### src/rtl/hvg_pkg.sv
package hvg_pkg;

    // field and datapath widths
    localparam int IDX_W      = 12;
    localparam int N_W        = 11;
    localparam int A_W        = 16;
    localparam int C_W        = 24;
    localparam int R_W        = 15;
    localparam int NUM_W      = 27;
    localparam int DEN_W      = 12;
    localparam int QUO_W      = 16;
    localparam int T_W        = 17;
    localparam int Q_W        = 5;
    localparam int QMAG_W     = 4;
    localparam int Z_W        = 32;
    localparam int XY_W       = 34;
    localparam int EXP_W      = 44;
    localparam int PROD_W     = 61;
    localparam int AC_W       = PROD_W - 28;
    localparam int SUM_W      = AC_W + 2;
    localparam int OUT_W      = 32;
    localparam int CFG_ADDR_W = 3;
    localparam int CFG_DATA_W = 24;

    // segments per branch are clamped to this
    localparam int MAX_STEPS  = 1024;

    // largest ln2 multiple that a Q4.12 parameter can reach
    localparam int QMAX       = 12;

    localparam logic [31:0] LN2_Q28  = 32'd186065279;
    localparam logic [31:0] LN2_HALF = LN2_Q28 / 2;

    localparam int CORDIC_ITERATIONS_DEF = 20;

    // register indexes
    localparam logic [CFG_ADDR_W-1:0] REG_SEMI_A    = 3'd0;
    localparam logic [CFG_ADDR_W-1:0] REG_SEMI_B    = 3'd1;
    localparam logic [CFG_ADDR_W-1:0] REG_CENTER_H  = 3'd2;
    localparam logic [CFG_ADDR_W-1:0] REG_CENTER_K  = 3'd3;
    localparam logic [CFG_ADDR_W-1:0] REG_VERTICAL  = 3'd4;
    localparam logic [CFG_ADDR_W-1:0] REG_HALF_RNG  = 3'd5;
    localparam logic [CFG_ADDR_W-1:0] REG_STEPS     = 3'd6;

    // register reset values
    localparam logic [A_W-1:0] SEMI_A_RST   = 16'd256;
    localparam logic [A_W-1:0] SEMI_B_RST   = 16'd256;
    localparam logic [R_W-1:0] HALF_RNG_RST = 15'd8192;
    localparam logic [N_W-1:0] STEPS_RST    = 11'd64;

    // per-vertex flags that ride along the pipeline
    typedef struct packed {
        logic err;
        logic restart;
        logic last;
        logic neg;
    } side_t;

    typedef struct packed {
        side_t                  side;
        logic signed [Q_W-1:0]  q;
    } cordic_tag_t;

    // shift of cordic iteration idx: 1,2,3,4,4,5,..,13,13,..
    function automatic int cordic_shift(input int idx);
        int k;
        int rep;
        int s;
        logic again;
        k = 1;
        rep = 4;
        s = 1;
        again = 1'b0;
        for (int it = 0; it <= idx; it++) begin
            s = k;
            if (s == rep && !again) begin
                again = 1'b1;
            end
            else begin
                if (s == rep) begin
                    rep = 3 * rep + 1;
                end
                again = 1'b0;
                k = k + 1;
            end
        end
        return s;
    endfunction

    // atanh(2^-s) in Q28 from the truncated Q62 series
    function automatic logic [63:0] atanh_q28(input int s);
        logic [63:0] sum;
        int e;
        sum = 64'd0;
        for (int m = 0; m < 32; m++) begin
            e = 62 - s * (2 * m + 1);
            if (e >= 0) begin
                sum = sum + ((64'd1 << e) / 64'(2 * m + 1));
            end
        end
        return (sum + (64'd1 << 33)) >> 34;
    endfunction

    function automatic logic [63:0] isqrt64(input logic [63:0] v);
        logic [63:0] res;
        logic [63:0] bt;
        logic [63:0] val;
        res = 64'd0;
        bt = 64'd1 << 62;
        val = v;
        for (int i = 0; i < 32; i++) begin
            if (bt > val) begin
                bt = bt >> 2;
            end
        end
        for (int i = 0; i < 32; i++) begin
            if (bt != 64'd0) begin
                if (val >= res + bt) begin
                    val = val - (res + bt);
                    res = (res >> 1) + bt;
                end
                else begin
                    res = res >> 1;
                end
                bt = bt >> 2;
            end
        end
        return res;
    endfunction

    // cordic gain in Q31
    function automatic logic [63:0] cordic_gain(input int iters);
        logic [63:0] p;
        logic [63:0] kq;
        int s;
        p = 64'd1 << 62;
        for (int it = 0; it < iters; it++) begin
            s = cordic_shift(it);
            p = p - (p >> (2 * s));
        end
        kq = isqrt64(p);
        if (kq == 64'd0) begin
            kq = 64'd1;
        end
        return kq;
    endfunction

endpackage

### src/rtl/hvg_div_pipe.sv
module hvg_div_pipe (
    input  logic                        clk,
    input  logic                        rst_n,
    input  logic                        en,
    input  logic                        in_valid,
    input  logic [hvg_pkg::NUM_W-1:0]   in_num,
    input  logic [hvg_pkg::DEN_W-1:0]   den,
    input  hvg_pkg::side_t              in_side,
    output logic                        out_valid,
    output logic [hvg_pkg::QUO_W-1:0]   out_quot,
    output hvg_pkg::side_t              out_side
);
    import hvg_pkg::*;

    localparam int TRIAL_W = NUM_W + 1;

    logic              valid_reg [QUO_W];
    logic [NUM_W-1:0]  rem_reg   [QUO_W];
    logic [QUO_W-1:0]  quot_reg  [QUO_W];
    side_t             side_reg  [QUO_W];

    logic              valid_next [QUO_W];
    logic [NUM_W-1:0]  rem_next   [QUO_W];
    logic [QUO_W-1:0]  quot_next  [QUO_W];
    side_t             side_next  [QUO_W];

    // one quotient bit per stage, most significant first
    for (genvar i = 0; i < QUO_W; i++) begin : g_stage
        localparam int B = QUO_W - 1 - i;
        logic [NUM_W-1:0]   rem_in;
        logic [QUO_W-1:0]   quot_in;
        logic [TRIAL_W-1:0] den_sh;
        logic [TRIAL_W-1:0] diff;
        logic               ge;

        if (i == 0) begin : g_first
            assign rem_in        = in_num;
            assign quot_in       = '0;
            assign valid_next[i] = in_valid;
            assign side_next[i]  = in_side;
        end
        else begin : g_rest
            assign rem_in        = rem_reg[i-1];
            assign quot_in       = quot_reg[i-1];
            assign valid_next[i] = valid_reg[i-1];
            assign side_next[i]  = side_reg[i-1];
        end

        assign den_sh       = TRIAL_W'(den) << B;
        assign diff         = {1'b0, rem_in} - den_sh;
        assign ge           = ~diff[TRIAL_W-1];
        assign rem_next[i]  = ge ? diff[NUM_W-1:0] : rem_in;
        assign quot_next[i] = quot_in | (QUO_W'(ge) << B);
    end

    // stage valid bits
    always_ff @(posedge clk or negedge rst_n)
    begin
        if (!rst_n)
        begin
            for (int i = 0; i < QUO_W; i++)
            begin
                valid_reg[i] <= 1'b0;
            end
        end
        else if (en)
        begin
            for (int i = 0; i < QUO_W; i++)
            begin
                valid_reg[i] <= valid_next[i];
            end
        end
    end

    // stage payload
    always_ff @(posedge clk)
    begin
        if (en)
        begin
            for (int i = 0; i < QUO_W; i++)
            begin
                rem_reg[i]  <= rem_next[i];
                quot_reg[i] <= quot_next[i];
                side_reg[i] <= side_next[i];
            end
        end
    end

    assign out_valid = valid_reg[QUO_W-1];
    assign out_quot  = quot_reg[QUO_W-1];
    assign out_side  = side_reg[QUO_W-1];

endmodule

### config.mk
export PLATFORM = sky130hd
export DESIGN_NAME = hvg_div_pipe
export DESIGN_NICKNAME = d
export VERILOG_FILES = /design/src/rtl/hvg_pkg.sv /design/src/rtl/hvg_div_pipe.sv
export SDC_FILE = /design/constraint.sdc
export NUM_CORES = 1
export LEC_CHECK = 0
export ABC_AREA = 1
export BUFFER_PORTS_ARGS = -buffer_cell sky130_fd_sc_hd__buf_2
export CAP_MARGIN = 20
export CORE_MARGIN = 2
export CORE_UTILIZATION = 60
export CTS_CLUSTER_SIZE = 25
export DETAILED_ROUTE_END_ITERATION = 12
export HOLD_SLACK_MARGIN = 0.02
export PLACE_DENSITY = 0.87
export RECOVER_POWER = 100
export SYNTH_ARGS = -nofsm -noshare
export SYNTH_HDL_FRONTEND = slang
export SYNTH_SLANG_ARGS = --single-unit
### constraint.sdc
create_clock -name clk -period 3 [get_ports clk]
set_input_delay 0.15 -clock clk [delete_from_list [all_inputs] [get_ports clk]]
set_output_delay 0.15 -clock clk [all_outputs]
set_load 0.02 [all_outputs]
==> impl.org <==
** Synthesis
- For this run, the number of Yosys warnings is 0.
- The number of nets handed over by synthesis was between 4000 and 5000.
- Synth Register Bits :: 621
- After technology mapping, the gate count stands at roughly 4000.
- Yosys mapped a number of flops with a built-in enable equal to between 600 and 700.
- In the synthesized netlist the async set-or-reset flop fraction comes to 0.0258.
- Number of library cell types mapped by synthesis :: 47
- For this run, the register share of the synthesized area comes to 0.522.
- Synthesized cell area :: between 30000 and 40000 um2
- A synthesized cell averages around 8.8 um2.
- In the synthesized netlist the dominant register cell turns out to be sky130_fd_sc_hd__edfxtp_1.

** Placed design
- I/O Buffers :: 67
- In this run the cell area measured after placement is 37100 um2.
- Including well taps, the total number of placed cells is 4899.
- Gp weighted congestion :: about 0.98
- DP Wirelength :: between 50000 and 60000 um

** Timing
- Final sum of negative setup slack :: 0 ns
- The final count of pins violating max slew was 78.
- Setup repair after global routing left no endpoint under its margin.
- Setup violations remaining at the end of the flow were counted as 0.
- The worst path needs about 2.7 ns of the cycle, external delays included.
- The worst pin sits at a relative slew slack of -0.352.
- Of the available clock period, the critical path in the final layout requires 0.902.
- Worst-case clock skew :: ~0.02 ns
- Highest achievable clock rate :: 0.369 GHz
- Worst-Margin Slew :: between 2 and 2.5 ns
- Number of failing hold endpoints at the final stage :: 0

** CTS
- TritonCTS built the clock tree.
- Clock-pin slew was measured on the worst setup and hold paths at around 0.06 ns.
- Once the clock tree was built, the resizer swapped 0 gates to a different size.
- Buffer depth of the longest clock path :: 3
- Sinks on the clock net :: between 600 and 700
- Buffers added to address setup during post-CTS repair amount to 0.
- In this run the number of H-tree levels came out at 3.
- Hold buffers post-CTS :: 34
- Clock Latency Late Sink :: a little over 0.6 ns
- Clock tree root driver cell :: sky130_fd_sc_hd__clkbuf_16
- Buffers inserted during clock tree synthesis total 67.

** Route
- After detailed routing, the total wire length is around 80000 um.
- Number of vias in the routed layout :: 27900
- DRC violation count after routing :: 0
- The detailed router finished its first iteration with about 2400 violations.
- Vias per cell :: around 5.5
- In the final routed layout, each cell accounts on average for between 15 and 20 um.
- 1st-pass router iterations :: 6
- Once detail routing completed, the nets flagged for antenna violations numbered 0.

** Power
- For this design the static power due to leakage is about 17 nW.
- Power density over the cells :: about 840 nW/um2
- Worst supply voltage drop on vdd :: approximately 600 uV

** Critical path
- STA puts the critical path data arrival time at approximately 3 ns.
- The worst setup path is of the in -> reg kind.
- In this run the worst path has a maximum fanout of 24.
- CP Capture Type :: register
- STA classifies the critical path startpoint as an input port.
- CP Data Required Time :: ~3.3 ns

** Status
- The run finished, with violations left.
- The final reports fail on capacitance limit, slew limit.

** Die
- FP Rows :: just under 90
- Die area :: 61300 um2
- During I/O placement, the number of pins put on the boundary was just under 70.
- Core Footprint :: 58800 um2
- The initial utilization of the core area, before any placement, comes to 0.605.
- Die W :: roughly 250 um
- Overall die height :: between 200 and 250 um

** Finish
- Relative to the synthesized area, the layout overhead comes to 10.5%.
- Final Core Density :: 0.668
- N_diodes :: 0
- Number of flip-flops under the largest register name :: around 410
- The finished cells cover about 39000 um2.
- Layout cells sized above 1 :: 0.0481
- Leaving out filler cells and counting taps, the final layout contains 5053.
- For this run, the post-layout net count is between 4000 and 5000.

** GRT
- Via count of the first global-routing pass :: 26600
- Pin count of the biggest net entering global routing :: 78
- Total gr overflow :: 0
- Number of antenna violations at the first check in global routing :: 0
- Global router's overall resource usage :: 0.270
- The first global-routing pass estimated between 100000 and 150000 um of wire.

** Flow run
- Number of max-cap violations :: 1

** Hold path
- Type of the worst min-delay path :: in -> reg
-- cell usage after synthesis (22+ instances only) --
cell type | instances | area (um2)
sky130_fd_sc_hd__buf_2 | 22 | 110
sky130_fd_sc_hd__nor3_1 | 44 | 220
sky130_fd_sc_hd__nand3_1 | 263 | 1320
sky130_fd_sc_hd__nand2_1 | 1331 | 5000
sky130_fd_sc_hd__ha_1 | 191 | 2390
sky130_fd_sc_hd__xor2_1 | 43 | 377
sky130_fd_sc_hd__inv_1 | 532 | 2000
sky130_fd_sc_hd__nand3b_1 | 54 | 405
sky130_fd_sc_hd__a21oi_1 | 170 | 851
sky130_fd_sc_hd__nand4_1 | 55 | 344
sky130_fd_sc_hd__xnor2_1 | 78 | 683
sky130_fd_sc_hd__nor2_1 | 352 | 1320
sky130_fd_sc_hd__o21ai_0 | 143 | 716
sky130_fd_sc_hd__edfxtp_1 | 605 | 18200
-- worst max-delay path, stage by stage --
cell                            delay, ns
sky130_fd_sc_hd__dlygate4sd3_1       0.51
sky130_fd_sc_hd__buf_2               0.12
sky130_fd_sc_hd__inv_1               0.04
sky130_fd_sc_hd__ha_1                0.23
sky130_fd_sc_hd__fa_1                0.42
sky130_fd_sc_hd__inv_1               0.09
sky130_fd_sc_hd__nand3_1             0.06
sky130_fd_sc_hd__nand2_1             0.18
sky130_fd_sc_hd__nand4_1             0.14
sky130_fd_sc_hd__nand3_1             0.11
sky130_fd_sc_hd__clkbuf_1            0.74
sky130_fd_sc_hd__a21oi_1             0.22
-- final timing paths --
path | depth (start not counted) | endpoint | start | slack [ns]
max | 12 | rem_reg[0][15] | in_num[15] | 0.29
min | 2 | rem_reg[0][0] | in_num[0] | 0.25
max reg2reg | 9 | rem_reg[0][179] | rem_reg[0][144] | 0.31
min reg2reg | 0 | quot_reg[1][26] | quot_reg[1][10] | 0.41
max in group asynchronous | 3 | valid_next[4] | rst_n | 1.81
min in group asynchronous | 3 | valid_next[11] | rst_n | 0.71
-- where the power goes --
| part | leakage [nW] | internal [mW] | switching [mW] |
|---|---|---|---|
| logic | 10.1 | 4.17 | 7.69 |
| clock network | 1.03 | 4.63 | 3.38 |
| registers | 5.99 | 11.8 | 1.25 |
| total | 17.2 | 20.6 | 12.3 |
-- area by class of cell --
| type | instances | area, um2 |
|---|---|---|
| Clock buffer | 85 | 1810 |
| Clock inverter | 35 | 310 |
| Fill cell | 4639 | 19500 |
| Inverter | 542 | 2030 |
| Multi-Input combinational cell | 2849 | 14600 |
| Sequential cell | 621 | 18600 |
| Tap cell | 773 | 967 |
| Timing Repair Buffer | 148 | 996 |
-- through the flow --
step,worst slack (ns),total power [mW],hold slack (ns)
global route,0.113,35.1,0.258
floorplan,0.834,21.5,-0.146
finish,0.293,33.0,0.249
CTS,0.322,32.9,0.0744
global placement,0.350,24.5,0.0729
detailed placement,0.212,24.7,0.0815
-- cell usage in the layout, fill, tap and decap left out, drive strengths merged, types with 78 or more instances in the layout --
master	synthesis	layout
nand2	1339	1339
edfxtp	605	605
inv	542	545
nor2	357	357
nand3	267	267
ha	191	191
a21oi	185	185
o21ai	167	167
clkbuf	3	129
xnor2	78	78
-- logic make-up (layout without fill, tap and decap cells) --
family / Yosys count / after routing / synth area share
simple gates: 2141 / 2141 / 0.250
flops: 621 / 621 / 0.522
buf+inv: 579 / 810 / 0.0645
compound gates: 381 / 381 / 0.0579
fa+ha+maj: 206 / 206 / 0.0756
xor+xnor: 121 / 121 / 0.0298
-- metal layers --
layer	wire length [um]	track usage	vias up
met1	34500	0.357	12900
met5	0	0	-
met4	3230	0.120	0
li1	-	-	13800
met3	5870	0.0374	208
met2	38700	0.448	1043
(Power assumes the default switching activity.)
